$ cat config.mk
export PLATFORM = sky130hd
export DESIGN_NAME = prime_sum_trial_division_top_flat
export DESIGN_NICKNAME = d
export VERILOG_FILES = /design/src/rtl/pstd_pkg.sv /design/src/rtl/pstd_if.sv /design/src/rtl/prime_sum_trial_division_top.sv /design/src/flat_wrapper.sv
export SDC_FILE = /design/constraint.sdc
export NUM_CORES = 1
export LEC_CHECK = 0
export BUFFER_PORTS_ARGS = -buffer_cell sky130_fd_sc_hd__buf_2
export CAP_MARGIN = 15
export CORE_UTILIZATION = 32
export DETAILED_ROUTE_END_ITERATION = 8
export GPL_TIMING_DRIVEN = 0
export PLACE_DENSITY = 0.46
export SLEW_MARGIN = 20
export SYNTH_ARGS = -nofsm -noshare
export SYNTH_HDL_FRONTEND = slang
export SYNTH_SLANG_ARGS = --single-unit
$ cat constraint.sdc
create_clock -name clk_i -period 8.6 [get_ports clk_i]
set_input_delay 0.43 -clock clk_i [delete_from_list [all_inputs] [get_ports clk_i]]
set_output_delay 0.43 -clock clk_i [all_outputs]
set_load 0.1 [all_outputs]
$ cat src/rtl/pstd_pkg.sv
`timescale 1ns / 1ps
// ----------------------------------------------------------------------------
// pstd_pkg: shared definitions for the prime sum block
// widths of the limit, the sum and the working registers, and their types
// ----------------------------------------------------------------------------
package pstd_pkg;

  localparam int LIMIT_BITS = 12;
  localparam int SUM_BITS   = 21;
  localparam int CAND_BITS  = LIMIT_BITS + 1;
  localparam int SQ_BITS    = LIMIT_BITS + 2;
  localparam int IDX_BITS   = (LIMIT_BITS > 1) ? $clog2(LIMIT_BITS) : 1;

  typedef logic [LIMIT_BITS-1:0] limit_t;
  typedef logic [SUM_BITS-1:0]   sum_t;

endpackage

$ cat src/rtl/pstd_if.sv
`timescale 1ns / 1ps
// ----------------------------------------------------------------------------
// pstd_in_if / pstd_out_if: valid/ready channels of the prime sum block
// one carries the limit item, the other the sum item
// ----------------------------------------------------------------------------
interface pstd_in_if;
  import pstd_pkg::*;
  logic   valid;
  logic   ready;
  limit_t limit;
  modport source (output valid, output limit, input ready);
  modport sink   (input valid, input limit, output ready);
endinterface

interface pstd_out_if;
  import pstd_pkg::*;
  logic valid;
  logic ready;
  sum_t prime_sum;
  modport source (output valid, output prime_sum, input ready);
  modport sink   (input valid, input prime_sum, output ready);
endinterface

$ cat src/rtl/prime_sum_trial_division_top.sv
`timescale 1ns / 1ps
// ----------------------------------------------------------------------------
// prime_sum_trial_division_top: sum of primes up to a limit
// tests every candidate by trial division with a bit-serial remainder
// ----------------------------------------------------------------------------
//   channel  direction  payload              handshake
//   in_i     in         limit     [11:0]     valid/ready
//   out_o    out        prime_sum [20:0]     valid/ready
//
// one item at a time: ready only while idle, busy until the sum is taken
// each candidate is tried against divisors from two while their square is at
// most the candidate, each by a bit-serial remainder loop over LIMIT_BITS
// bits on the shared adder, which then also adds a prime to the sum
// reset clears the sequencer, the sum is held until out_o.ready
// ----------------------------------------------------------------------------
module prime_sum_trial_division_top (
  input  logic       clk_i,
  input  logic       rst_ni,
  pstd_in_if.sink    in_i,
  pstd_out_if.source out_o
);
  import pstd_pkg::*;

  localparam logic [2:0] S_IDLE = 3'd0;
  localparam logic [2:0] S_CAND = 3'd1;
  localparam logic [2:0] S_TEST = 3'd2;
  localparam logic [2:0] S_DIV  = 3'd3;
  localparam logic [2:0] S_CHK  = 3'd4;
  localparam logic [2:0] S_NEXT = 3'd5;
  localparam logic [2:0] S_DONE = 3'd6;

  logic [2:0]            state_q, state_d;
  logic [LIMIT_BITS-1:0] lim_q, lim_d;
  logic [CAND_BITS-1:0]  n_q, n_d;
  logic [LIMIT_BITS-1:0] d_q, d_d;
  logic [SQ_BITS-1:0]    sq_q, sq_d;
  logic [LIMIT_BITS-1:0] rem_q, rem_d;
  logic [IDX_BITS-1:0]   idx_q, idx_d;
  logic [SUM_BITS-1:0]   acc_q, acc_d;

  // shared adder/subtractor
  logic [SUM_BITS-1:0] alu_a, alu_b;
  logic                alu_sub;
  logic [SUM_BITS:0]   alu_res;
  logic [LIMIT_BITS:0] trial;

  assign trial   = {rem_q, n_q[idx_q]};
  assign alu_res = {1'b0, alu_a} + {1'b0, (alu_sub ? ~alu_b : alu_b)}
                 + {{SUM_BITS{1'b0}}, alu_sub};

  always_comb begin
    alu_a   = '0;
    alu_b   = '0;
    alu_sub = 1'b0;
    unique case (state_q)
      S_TEST: begin
        alu_a = acc_q;
        alu_b = SUM_BITS'(n_q);
      end
      S_DIV: begin
        alu_a   = SUM_BITS'(trial);
        alu_b   = SUM_BITS'(d_q);
        alu_sub = 1'b1;
      end
      S_CHK: begin
        alu_a = SUM_BITS'(sq_q);
        alu_b = SUM_BITS'({d_q, 1'b1});
      end
      default: begin
      end
    endcase
  end

  always_comb begin
    state_d = state_q;
    lim_d   = lim_q;
    n_d     = n_q;
    d_d     = d_q;
    sq_d    = sq_q;
    rem_d   = rem_q;
    idx_d   = idx_q;
    acc_d   = acc_q;
    unique case (state_q)
      S_IDLE: begin
        if (in_i.valid) begin
          lim_d   = in_i.limit;
          n_d     = CAND_BITS'(2);
          acc_d   = '0;
          state_d = S_CAND;
        end
      end
      S_CAND: begin
        if (n_q > CAND_BITS'(lim_q)) begin
          state_d = S_DONE;
        end else begin
          d_d     = LIMIT_BITS'(2);
          sq_d    = SQ_BITS'(4);
          state_d = S_TEST;
        end
      end
      S_TEST: begin
        if (sq_q > SQ_BITS'(n_q)) begin
          acc_d   = alu_res[SUM_BITS-1:0];
          state_d = S_NEXT;
        end else begin
          rem_d   = '0;
          idx_d   = IDX_BITS'(LIMIT_BITS - 1);
          state_d = S_DIV;
        end
      end
      S_DIV: begin
        rem_d = alu_res[SUM_BITS] ? alu_res[LIMIT_BITS-1:0] : trial[LIMIT_BITS-1:0];
        idx_d = idx_q - IDX_BITS'(1);
        if (idx_q == '0) begin
          state_d = S_CHK;
        end
      end
      S_CHK: begin
        if (rem_q == '0) begin
          state_d = S_NEXT;
        end else begin
          sq_d    = alu_res[SQ_BITS-1:0];
          d_d     = d_q + LIMIT_BITS'(1);
          state_d = S_TEST;
        end
      end
      S_NEXT: begin
        n_d     = n_q + CAND_BITS'(1);
        state_d = S_CAND;
      end
      S_DONE: begin
        if (out_o.ready) begin
          state_d = S_IDLE;
        end
      end
      default: begin
        state_d = S_IDLE;
      end
    endcase
  end

  always_ff @(posedge clk_i or negedge rst_ni) begin
    if (!rst_ni) begin
      state_q <= S_IDLE;
    end else begin
      state_q <= state_d;
    end
  end

  always_ff @(posedge clk_i) begin
    lim_q <= lim_d;
    n_q   <= n_d;
    d_q   <= d_d;
    sq_q  <= sq_d;
    rem_q <= rem_d;
    idx_q <= idx_d;
    acc_q <= acc_d;
  end

  assign in_i.ready      = (state_q == S_IDLE);
  assign out_o.valid     = (state_q == S_DONE);
  assign out_o.prime_sum = acc_q;

  // checks
  a_start: assert property (@(posedge clk_i) disable iff (!rst_ni)
    in_i.valid && in_i.ready |=> state_q == S_CAND && acc_q == '0 && n_q == CAND_BITS'(2))
    else $error("item start not set up");

  a_rem_below_div: assert property (@(posedge clk_i) disable iff (!rst_ni)
    state_q == S_DIV |-> rem_q < d_q)
    else $error("remainder not below divisor");

  a_square: assert property (@(posedge clk_i) disable iff (!rst_ni)
    state_q == S_TEST |-> (2*SQ_BITS)'(sq_q) == (2*SQ_BITS)'(d_q) * (2*SQ_BITS)'(d_q))
    else $error("square tracking lost");

  a_release: assert property (@(posedge clk_i) disable iff (!rst_ni)
    out_o.valid && out_o.ready |=> in_i.ready && !out_o.valid)
    else $error("not idle after sum taken");

endmodule

$ cat src/flat_wrapper.sv
// flat-port wrapper written by rule: the top's interface ports become plain ports
module prime_sum_trial_division_top_flat import pstd_pkg::*;
  (clk_i, rst_ni, in_i_valid, in_i_limit, in_i_ready, out_o_valid, out_o_prime_sum, out_o_ready);
  pstd_in_if in_i_i ();
  pstd_out_if out_o_i ();
  input  logic clk_i;
  input  logic rst_ni;
  input wire logic [$bits(in_i_i.valid)-1:0] in_i_valid;
  input wire logic [$bits(in_i_i.limit)-1:0] in_i_limit;
  output wire logic [$bits(in_i_i.ready)-1:0] in_i_ready;
  output wire logic [$bits(out_o_i.valid)-1:0] out_o_valid;
  output wire logic [$bits(out_o_i.prime_sum)-1:0] out_o_prime_sum;
  input wire logic [$bits(out_o_i.ready)-1:0] out_o_ready;
  assign in_i_i.valid = in_i_valid;
  assign in_i_i.limit = in_i_limit;
  assign in_i_ready = in_i_i.ready;
  assign out_o_valid = out_o_i.valid;
  assign out_o_prime_sum = out_o_i.prime_sum;
  assign out_o_i.ready = out_o_ready;
  prime_sum_trial_division_top u_core (.clk_i(clk_i), .rst_ni(rst_ni), .in_i(in_i_i), .out_o(out_o_i));
endmodule
==> impl_metrics.env, run 1 <==
export IMPL_num_nets_final=746
export IMPL_coreArea_mm2=0.01896
export IMPL_grt_max_degree=23
export IMPL_io_pins=39
export IMPL_overflow=0
export IMPL_portBuffers=38
export IMPL_cts_tree="done"
export IMPL_r2r_cells=14
export IMPL_synth_nets=695
export IMPL_ys_ff_latch=91
export IMPL_die_w_um=142.0
export IMPL_fillers=1893
export IMPL_layout_common_cells="88 x edfxtp_1, 77 x nor2_1, 61 x inv_1, 48 x nand2_1, 48 x ha_1"
export IMPL_power_density_mw_per_mm2=418.3
export IMPL_fin_skew_ps=10.55
export IMPL_path_clk_slew_ps=70
export IMPL_synth_edff_count=88
export IMPL_syn_to_final_growth_pct=13.99
export IMPL_place_gp_congestion=0.8719
export IMPL_grt_use_total=0.1830
export IMPL_fmax_mhz=199.0
export IMPL_cts_sinks=91
export IMPL_final_common_cell="edfxtp_1"
export IMPL_tightest_slew_ps=1071
export IMPL_fin_crit_sh=0.5843
export IMPL_startpoint_type="flop"
export IMPL_wl_per_cell_um=18.54
export IMPL_synth_distinct_cells=60
export IMPL_cts_resized=0
export IMPL_final_max_slew_viol_count=0
export IMPL_vdd_drop_max_mv=0.2717
export IMPL_die_h_um=142.0
export IMPL_netlist_area_mm2=0.006269
export IMPL_endpoint_kind="flop"
export IMPL_relSlewSlack=0.2843
export IMPL_grt_setup_unrepaired="no"
export IMPL_initial_core_util=0.3307
export IMPL_hold_class="input port to flop"
export IMPL_crit_type="flop to flop"
export IMPL_grt_pass1_wl_um=27390
export IMPL_numCtsBuffers=9
export IMPL_crit_required_ps=8690
export IMPL_antenna_cells=0
export IMPL_htree_levels=3
export IMPL_drcViolationCount=0
export IMPL_die_area_mm2=0.02015
export IMPL_synth_largest_area_cell="edfxtp_1"
export IMPL_drt_iter0_drc=330
export IMPL_synth_warnings=0
export IMPL_clock_latency_ps=360
export IMPL_grt_pass1_vias=4785
export IMPL_synthArstFlopShare=0.03297
export IMPL_syn_avg_cell_area_um2=9.950
export IMPL_post_dp_hpwl_um=13320
export IMPL_synth_top_cell_area_share=0.4216
export IMPL_via_per_inst=5.085
export IMPL_routed_wirelength_um=17520
export IMPL_critPathMaxFanout=10
export IMPL_ys_seq_area_frac=0.4335
export IMPL_status="complete, no violations"
export IMPL_finalPower_w=0.002989
export IMPL_vias=4805
export IMPL_hold_violations=0
export IMPL_reg2reg_slack_ps=3570
export IMPL_ant_nets=0
export IMPL_grt_antenna_before_repair=0
export IMPL_root_buffer="clkbuf_16"
export IMPL_hold_depth=1
export IMPL_core_rowCount=50
export IMPL_setup_viol=0
export IMPL_cap_violations=0
export IMPL_first_pass_iters=5
export IMPL_clock_path_buffers=2
export IMPL_synth_area_leaders="edfxtp_1 42%, ha_1 9.6%, mux2i_1 4.8%"
export IMPL_synth_ff_type="edfxtp_1"
export IMPL_worstPathArrival_ps=5110
export IMPL_min_period_ps=5025
export IMPL_p_leak_nw=2.908
export IMPL_syn_inst=630
export IMPL_drive_gt1_frac=0.1080
export IMPL_tns_ps=0
-- logic make-up (layout without fill, tap and decap cells) --
logic type,Yosys count,count (layout),share of synthesized area
and+or+nand+nor,207,207,0.1545
AOI/OAI and AO/OA,121,121,0.1345
buffers and inverters,84,139,0.05369
DFF,91,91,0.4335
xor gates and xnor gates,40,40,0.05589
adders and majority gates,49,49,0.09900
muxes,38,38,0.06886
-- synth_stat cells (2+ instances only) --
master and instances:
mux2_1 5, nor2_1 77, o21ai_4 2, a21oi_1 21
a31oi_1 6, o21bai_1 4, nand3_1 20, or2_2 2
mux4_1 2, edfxtp_1 88, o21ai_0 27, nor3_1 10
mux2i_1 30, nand2b_1 5, and2_1 9, o22ai_1 11
a31o_2 2, dfrtp_1 3, nand2_1 48, o211ai_1 6
buf_2 2, xnor2_1 32, clkbuf_1 15, buf_1 3
o2111ai_1 2, o21a_1 7, ha_1 48, inv_1 61
a221oi_1 2, xor2_1 8, buf_6 2, nand4_1 10
nor2b_1 5, a211oi_1 6, o31ai_1 3, a21o_1 12
nor4_1 6, or3_1 3, and3_1 4
-- state kept, by name (all words and copies together) (netlist names) --
name and count:
u_core.idx_q 4, u_core.rem_q 12, u_core.n_q 13, u_core.out_o.prime_sum 21, u_core.sq_q 14, u_core.state_q 3
u_core.lim_q 12, u_core.d_q 12
-- critical path, stage by stage, from the launching register on --
cell	delay (ps)
dfrtp_1	450
clkbuf_1	500
buf_1	660
mux2i_1	270
o21ai_0	200
fa_1	520
a21o_1	180
a21oi_1	240
o21bai_1	150
a31oi_1	260
o2111ai_1	220
a31oi_1	620
o21ai_0	250
xnor2_1	180
nor2_1	60
-- report_power, final --
group,leakage [nW],switching (W),internal [W]
Sequential,0.860,0.000138,0.000710
Clock,0.152,0.000175,0.000253
Combinational,1.89,0.00121,0.000499
Total,2.91,0.00153,0.00146
-- final timing paths --
| check | from | to |
|---|---|---|
| setup / recovery | u_core.state_q[0] | u_core.out_o.prime_sum[16] |
| hold / removal | in_i_limit[6] | u_core.lim_q[6] |
| setup reg to reg | u_core.state_q[0] | u_core.out_o.prime_sum[16] |
| hold reg to reg | u_core.idx_q[3] | u_core.idx_q[3] |
| max in group asynchronous | rst_ni | u_core.state_q[1] |
| min in group asynchronous | rst_ni | u_core.state_q[0] |
-- cell type report --
cell class              instances  area (um2)  share of cell area
clock buffers                  10       229.0             0.03204
flip-flops and latches         91        2718              0.3803
multi-input cells             455        3231              0.4521
repair buffers                 40       227.7             0.03187
inverters                      61       229.0             0.03204
plain buffers                  23       107.6             0.01506
clock inverters                 5       78.83             0.01103
well taps                     260       325.3             0.04553
-- routing by layer --
metal	global-route usage	vias up	wire [um]
met2	0.3103	104	8394
met1	0.2388	2315	8092
met4	0.05716	0	332
li1	-	2368	-
met3	0.02894	18	704
met5	0	-	0
-- repair_timing --
| item | CTS | global route |
|---|---|---|
| buffers inserted | 0 | 0 |
| hold buffers | 1 | 0 |
| endpoints found under the hold margin | 3 | 0 |
| setup endpoints to repair | 0 | 0 |
-- per-stage QoR --
step	hold slack [ps]	setup WS (ps)	util	cells	instance area [um2]
after CTS	238.7	3707	0.3770	945	7146
after detailed placement	228.9	3759	0.3602	929	6828
final	248.6	3575	0.3770	945	7146
after global placement	226.3	3540	0.3579	928	6784
after floorplan	134.4	4549	-	630	6269
after global routing	241.5	3369	0.3770	945	7146
No activity file was read; power rests on OpenSTA's default activity.
==> run 2: changes to the inputs <==
--- a/config.mk
+++ b/config.mk
@@ -5,6 +5,7 @@
 export SDC_FILE = /design/constraint.sdc
 export NUM_CORES = 1
 export LEC_CHECK = 0
+export ABC_AREA = 1
 export BUFFER_PORTS_ARGS = -buffer_cell sky130_fd_sc_hd__buf_2
 export CAP_MARGIN = 15
 export CORE_UTILIZATION = 32
==> constraint.sdc (replaced) <==
create_clock -name clk_i -period 5 [get_ports clk_i]
set_input_delay 0.25 -clock clk_i [delete_from_list [all_inputs] [get_ports clk_i]]
set_output_delay 0.25 -clock clk_i [all_outputs]
set_load 0.1 [all_outputs]
==> impl_metrics.env, run 2 <==
export IMPL_status="complete, no violations"
export IMPL_yosysMostFrequentCell="nand2_1"
export IMPL_layout_common_cells="155 x nand2_1, 112 x inv_1, 88 x edfxtp_1, 83 x nor2_1, 55 x a21oi_1"
export IMPL_worstPathArrival_ps=4330
export IMPL_die_area_mm2=0.02033
export IMPL_first_pass_iters=5
export IMPL_fillers=2086
export IMPL_wl_per_cell_um=17.10
export IMPL_cts_resized=0
export IMPL_num_nets_final=888
export IMPL_netlist_area_mm2=0.006326
export IMPL_clock_latency_ps=350
export IMPL_r2r_cells=16
export IMPL_power_internal_w=0.001213
export IMPL_whs_ps=67.23
export IMPL_synth_largest_area_cell="edfxtp_1"
export IMPL_p_comb_frac=0.005
export IMPL_path_clk_slew_ps=70
export IMPL_startpoint_type="flop"
export IMPL_reg2reg_slack_ps=760
export IMPL_root_buffer="clkbuf_16"
export IMPL_endpoint_kind="flop"
export IMPL_swShare=0.2011
export IMPL_syn_avg_cell_area_um2=8.205
export IMPL_cts_tree="done"
export IMPL_min_period_ps=4236
export IMPL_die_h_um=142.6
export IMPL_relSlewSlack=0.2954
export IMPL_io_pins=39
export IMPL_seq_power_share=0.543
export IMPL_core_rowCount=51
export IMPL_cp_num_buf_inv=4
export IMPL_crit_type="flop to flop"
export IMPL_grt_setup_unrepaired="no"
export IMPL_portBuffers=38
export IMPL_largest_register_ffs=21
export IMPL_p_clk_frac=0.452
export IMPL_synth_warnings=0
export IMPL_drcViolationCount=0
export IMPL_final_util=0.3722
export IMPL_synth_top_cell_area_share=0.4177
export IMPL_ant_nets=0
export IMPL_synth_nets=836
export IMPL_cap_violations=0
export IMPL_numCtsBuffers=9
export IMPL_routed_wirelength_um=18680
export IMPL_clock_path_buffers=2
export IMPL_cts_sinks=91
export IMPL_hold_class="input port to flop"
export IMPL_power_density_mw_per_mm2=210.2
export IMPL_grt_antenna_before_repair=0
export IMPL_rr_endpoint="u_core.rem_q[2]"
export IMPL_htree_levels=3
export IMPL_die_w_um=142.6
export IMPL_crit_required_ps=5090
export IMPL_synth_common_cells="155 x nand2_1, 112 x inv_1, 88 x edfxtp_1"
export IMPL_setup_viol=0
export IMPL_syn_to_final_growth_pct=14.14
export IMPL_crit_chain="inv_2, nand2_2, nor2_1, buf_2, buf_1, nand2_1, nand3_1, ha_1, a21oi_1, o21ai_0, a21oi_1, o21a_1, nand2_4, buf_12, o21ai_2, a21oi_2"
export IMPL_critPathMostFrequentCell="a21oi_1"
export IMPL_cpPeakStageDelay_ps=820
export IMPL_slowest_stage="buf_1"
export IMPL_cp_startpoint="u_core.state_q[2]"
export IMPL_crit_path_end="u_core.rem_q[2]"
export IMPL_synth_ff_type="edfxtp_1"
export IMPL_antenna_cells=0
export IMPL_reg2reg_from="u_core.state_q[2]"
export IMPL_fmax_mhz=236.1
export IMPL_syn_inst=771
export IMPL_ys_seq_area_frac=0.4296
export IMPL_ys_ff_latch=91
export IMPL_fin_skew_ps=7.373
export IMPL_place_gp_congestion=0.8945
export IMPL_overflow=0
export IMPL_coreArea_mm2=0.01940
export IMPL_synth_area_leaders="edfxtp_1 42%, ha_1 9.5%, nand2_1 9.2%"
export IMPL_hold_depth=1
export IMPL_vias=5470
export IMPL_grt_use_total=0.1938
export IMPL_drt_iter0_drc=387
export IMPL_final_common_cell="nand2_1"
export IMPL_grt_pass1_wl_um=29130
export IMPL_final_max_slew_viol_count=0
export IMPL_tns_ps=0
export IMPL_tightest_slew_ps=1057
export IMPL_post_dp_hpwl_um=14810
export IMPL_synth_edff_count=88
export IMPL_fin_crit_sh=0.8471
export IMPL_synthArstFlopShare=0.03297
export IMPL_grt_pass1_vias=5274
export IMPL_hold_violations=0
export IMPL_vdd_drop_max_mv=0.1373
export IMPL_cp_num_cells=16
export IMPL_via_per_inst=5.009
export IMPL_grt_max_degree=18
export IMPL_critPathMaxFanout=17
export IMPL_p_leak_nw=3.257
export IMPL_drive_gt1_frac=0.1209
export IMPL_critPathTopFamily="buffers and inverters"
export IMPL_p_sw_w=0.0003052
export IMPL_initial_core_util=0.3261
export IMPL_synth_distinct_cells=43
==> run 2: changes by cell type in the layout (fill, tap and decap cells not counted), moves of 21 or more <==
cell and change:
nand3_1 +21, xnor2_1 -27, o21ai_0 +21, mux2i_1 -30
nand2_1 +107, inv_1 +51, a21oi_1 +35
==> run 2: what timing repair did <==
| item | CTS | global route |
|---|---|---|
| endpoints found under the hold margin | 3 | 0 |
| setup endpoints to repair | 0 | 0 |
| hold buffers | 1 | 0 |
| setup buffers | 0 | 0 |
==> run 2: how the worst min path moves through the flow <==
| stage | to | slack [ps] | startpoint |
|---|---|---|---|
| global route | u_core.lim_q[10] | 60 | in_i_limit[10] |
| floorplan | u_core.state_q[0] | -50 | rst_ni |
| detailed placement | u_core.state_q[2] | 50 | rst_ni |
| finish | u_core.lim_q[9] | 70 | in_i_limit[9] |
| global placement | u_core.state_q[2] | 40 | rst_ni |
| CTS | u_core.lim_q[9] | 50 | in_i_limit[9] |
==> run 2: area by class of cell <==
| class | instances | area [um2] | area share |
|---|---|---|---|
| plain buffers | 19 | 116.4 | 0.01612 |
| clock buffers | 10 | 229.0 | 0.03171 |
| clock inverters | 5 | 53.80 | 0.007451 |
| inverters | 118 | 445.4 | 0.06169 |
| multi-input cells | 543 | 3072 | 0.4254 |
| flip-flops and latches | 91 | 2718 | 0.3764 |
| well taps | 265 | 331.6 | 0.04592 |
| repair buffers | 41 | 255.2 | 0.03535 |
==> run 2: kinds of logic (layout without fill, tap and decap cells) <==
family / count (synthesis) / in the layout / synth area share
AOI/OAI and AO/OA: 150 / 150 / 0.1434
adders and majority gates: 49 / 49 / 0.09810
xor gates and xnor gates: 9 / 9 / 0.01246
and+or+nand+nor: 335 / 335 / 0.2277
buffers and inverters: 137 / 193 / 0.08881
DFF: 91 / 91 / 0.4296
==> run 2: metal layers <==
layer | up-vias | track usage | share of wire
met5 | - | 0 | 0
met4 | 0 | 0.07018 | 0.018
met3 | 25 | 0.03129 | 0.041
met2 | 128 | 0.3191 | 0.46
met1 | 2599 | 0.2554 | 0.48
li1 | 2718 | - | -
==> run 2: through the flow <==
step           instance area, um2   power, W  worst slack [ps]  instances
3_5_place_dp                 6925  0.0008476             818.0       1076
6_report                     7221   0.001518             764.4       1092
5_1_grt                      7221   0.001564             501.5       1092
2_1_floorplan                6326  0.0008414              1838        771
4_1_cts                      7218   0.001542             797.7       1092
3_3_place_gp                 6848  0.0008472             610.9       1074
==> run 2: power by group through the flow <==
stage                     registers [W]  clock network, W    logic [W]
after global routing           0.000824          0.000732   0.00000817
after global placement         0.000841                 0   0.00000622
final                          0.000824          0.000686   0.00000723
after CTS                      0.000824          0.000711   0.00000731
after floorplan                0.000841                 0  0.000000433
after detailed placement       0.000841                 0   0.00000662
==> run 3: changes to the inputs <==
==> constraint.sdc (replaced) <==
create_clock -name clk_i -period 4.2 [get_ports clk_i]
set_input_delay 0.21 -clock clk_i [delete_from_list [all_inputs] [get_ports clk_i]]
set_output_delay 0.21 -clock clk_i [all_outputs]
set_load 0.1 [all_outputs]
==> impl_metrics.env, run 3 (synthesis results as in run 2) <==
export IMPL_status="complete, no violations"
export IMPL_numCtsBuffers=9
export IMPL_via_per_inst=5.025
export IMPL_setup_slack_ps=397.8
export IMPL_power_density_mw_per_mm2=250.5
export IMPL_routed_wirelength_um=18660
export IMPL_endpoint_kind="flop"
export IMPL_worstPathArrival_ps=3910
export IMPL_die_area_mm2=0.02033
export IMPL_htree_levels=3
export IMPL_antenna_cells=0
export IMPL_tns_ps=0
export IMPL_drt_iter0_drc=381
export IMPL_hold_violations=0
export IMPL_stdcell_area_mm2=0.007222
export IMPL_coreArea_mm2=0.01940
export IMPL_wl_per_cell_um=17.08
export IMPL_cap_violations=0
export IMPL_dp_slack_ps=17.98
export IMPL_reg2reg_from="u_core.state_q[2]"
export IMPL_cp_startpoint="u_core.state_q[2]"
export IMPL_finalPower_w=0.001809
export IMPL_p_leak_nw=3.259
export IMPL_place_gp_congestion=0.8945
export IMPL_die_w_um=142.6
export IMPL_root_buffer="clkbuf_16"
export IMPL_crit_required_ps=4310
export IMPL_hold_class="input port to flop"
export IMPL_num_nets_final=888
export IMPL_grt_max_degree=18
export IMPL_drcViolationCount=0
export IMPL_path_clk_slew_ps=70
export IMPL_cts_tree="done"
export IMPL_critPathMaxFanout=17
export IMPL_grt_antenna_before_repair=0
export IMPL_fin_skew_ps=6.647
export IMPL_layout_common_cells="155 x nand2_1, 112 x inv_1, 88 x edfxtp_1, 83 x nor2_1, 55 x a21oi_1"
export IMPL_post_dp_hpwl_um=14810
export IMPL_die_h_um=142.6
export IMPL_vdd_drop_max_mv=0.1643
export IMPL_clock_latency_ps=360
export IMPL_ant_nets=0
export IMPL_startpoint_type="flop"
export IMPL_hold_depth=1
export IMPL_cts_sinks=91
export IMPL_clock_path_buffers=2
export IMPL_final_common_cell="nand2_1"
export IMPL_largest_register_ffs=21
export IMPL_vias=5487
export IMPL_syn_to_final_growth_pct=14.16
export IMPL_relSlewSlack=0.3017
export IMPL_fmax_mhz=263.0
export IMPL_drive_gt1_frac=0.1221
export IMPL_min_from="in_i_limit[3]"
export IMPL_min_period_ps=3802
export IMPL_overflow=0
export IMPL_grt_pass1_wl_um=29140
export IMPL_initial_core_util=0.3261
export IMPL_tightest_slew_ps=1039
export IMPL_r2r_cells=18
export IMPL_first_pass_iters=5
export IMPL_postPlaceCellArea_mm2=0.006925
export IMPL_grt_pass1_vias=5273
export IMPL_grt_setup_unrepaired="no"
export IMPL_io_pins=39
export IMPL_crit_type="flop to flop"
export IMPL_portBuffers=38
export IMPL_final_max_slew_viol_count=0
export IMPL_fin_crit_sh=0.9053
export IMPL_core_rowCount=51
export IMPL_setup_viol=0
export IMPL_grt_use_total=0.1939
==> run 3: timing repair <==
item | CTS | global route
resized for setup | 1 | 1
endpoints found under the hold margin | 3 | 0
endpoints found under the setup margin | 1 | 22
setup buffers | 0 | 0
hold buffers | 1 | 0
==> run 3: worst paths after layout <==
| path | end | slack (ps) |
|---|---|---|
| worst max register to register | u_core.out_o.prime_sum[16] | 400 |
| max in group asynchronous | u_core.state_q[0] | 3900 |
| worst min register to register | u_core.d_q[7] | 630 |
| min in group asynchronous | u_core.state_q[2] | 190 |
| worst max-delay path | u_core.out_o.prime_sum[16] | 400 |
| worst min-delay path | u_core.lim_q[3] | 30 |
==> run 3: layer usage <==
metal | track usage | vias up | part of all wire
met2 | 0.3197 | 125 | 0.46
li1 | - | 2718 | -
met4 | 0.07018 | 0 | 0.018
met3 | 0.03129 | 22 | 0.042
met1 | 0.2552 | 2622 | 0.48
met5 | 0 | - | 0
==> run 3: critical path, stage by stage, from the launching register on <==
cell	delay, ps
dfrtp_1	440
inv_2	110
nand2_2	70
nor2_1	320
buf_2	320
clkbuf_2	460
nand2_1	90
nand3_1	140
ha_1	290
nand2_1	100
nor2_1	50
a211oi_1	180
nand2_1	110
a31oi_1	240
o21ai_0	220
nand3_1	120
nand2_1	70
o21ai_0	160
a21oi_1	50
==> run 3: stage by stage <==
stage,instances,util,hold WS [ps]
3_3_place_gp,1074,0.3530,4.544
5_1_grt,1092,0.3723,16.48
4_1_cts,1092,0.3724,12.95
6_report,1092,0.3723,27.17
3_5_place_dp,1076,0.3570,9.223
2_1_floorplan,771,-,-85.59
==> run 3: cell type report <==
class	instances	area [um2]
Buffer	19	117.6
Clock buffer	10	229.0
Clock inverter	5	53.80
Fill cell	2087	12180
Inverter	118	445.4
Multi-Input combinational cell	543	3072
Sequential cell	91	2718
Tap cell	265	331.6
Timing Repair Buffer	41	255.2
==> run 3: where the power goes <==
part           switching [W]  internal, W
Combinational     0.00000308   0.00000554
Clock               0.000362     0.000457
Sequential                 0     0.000981
Total               0.000365      0.00144
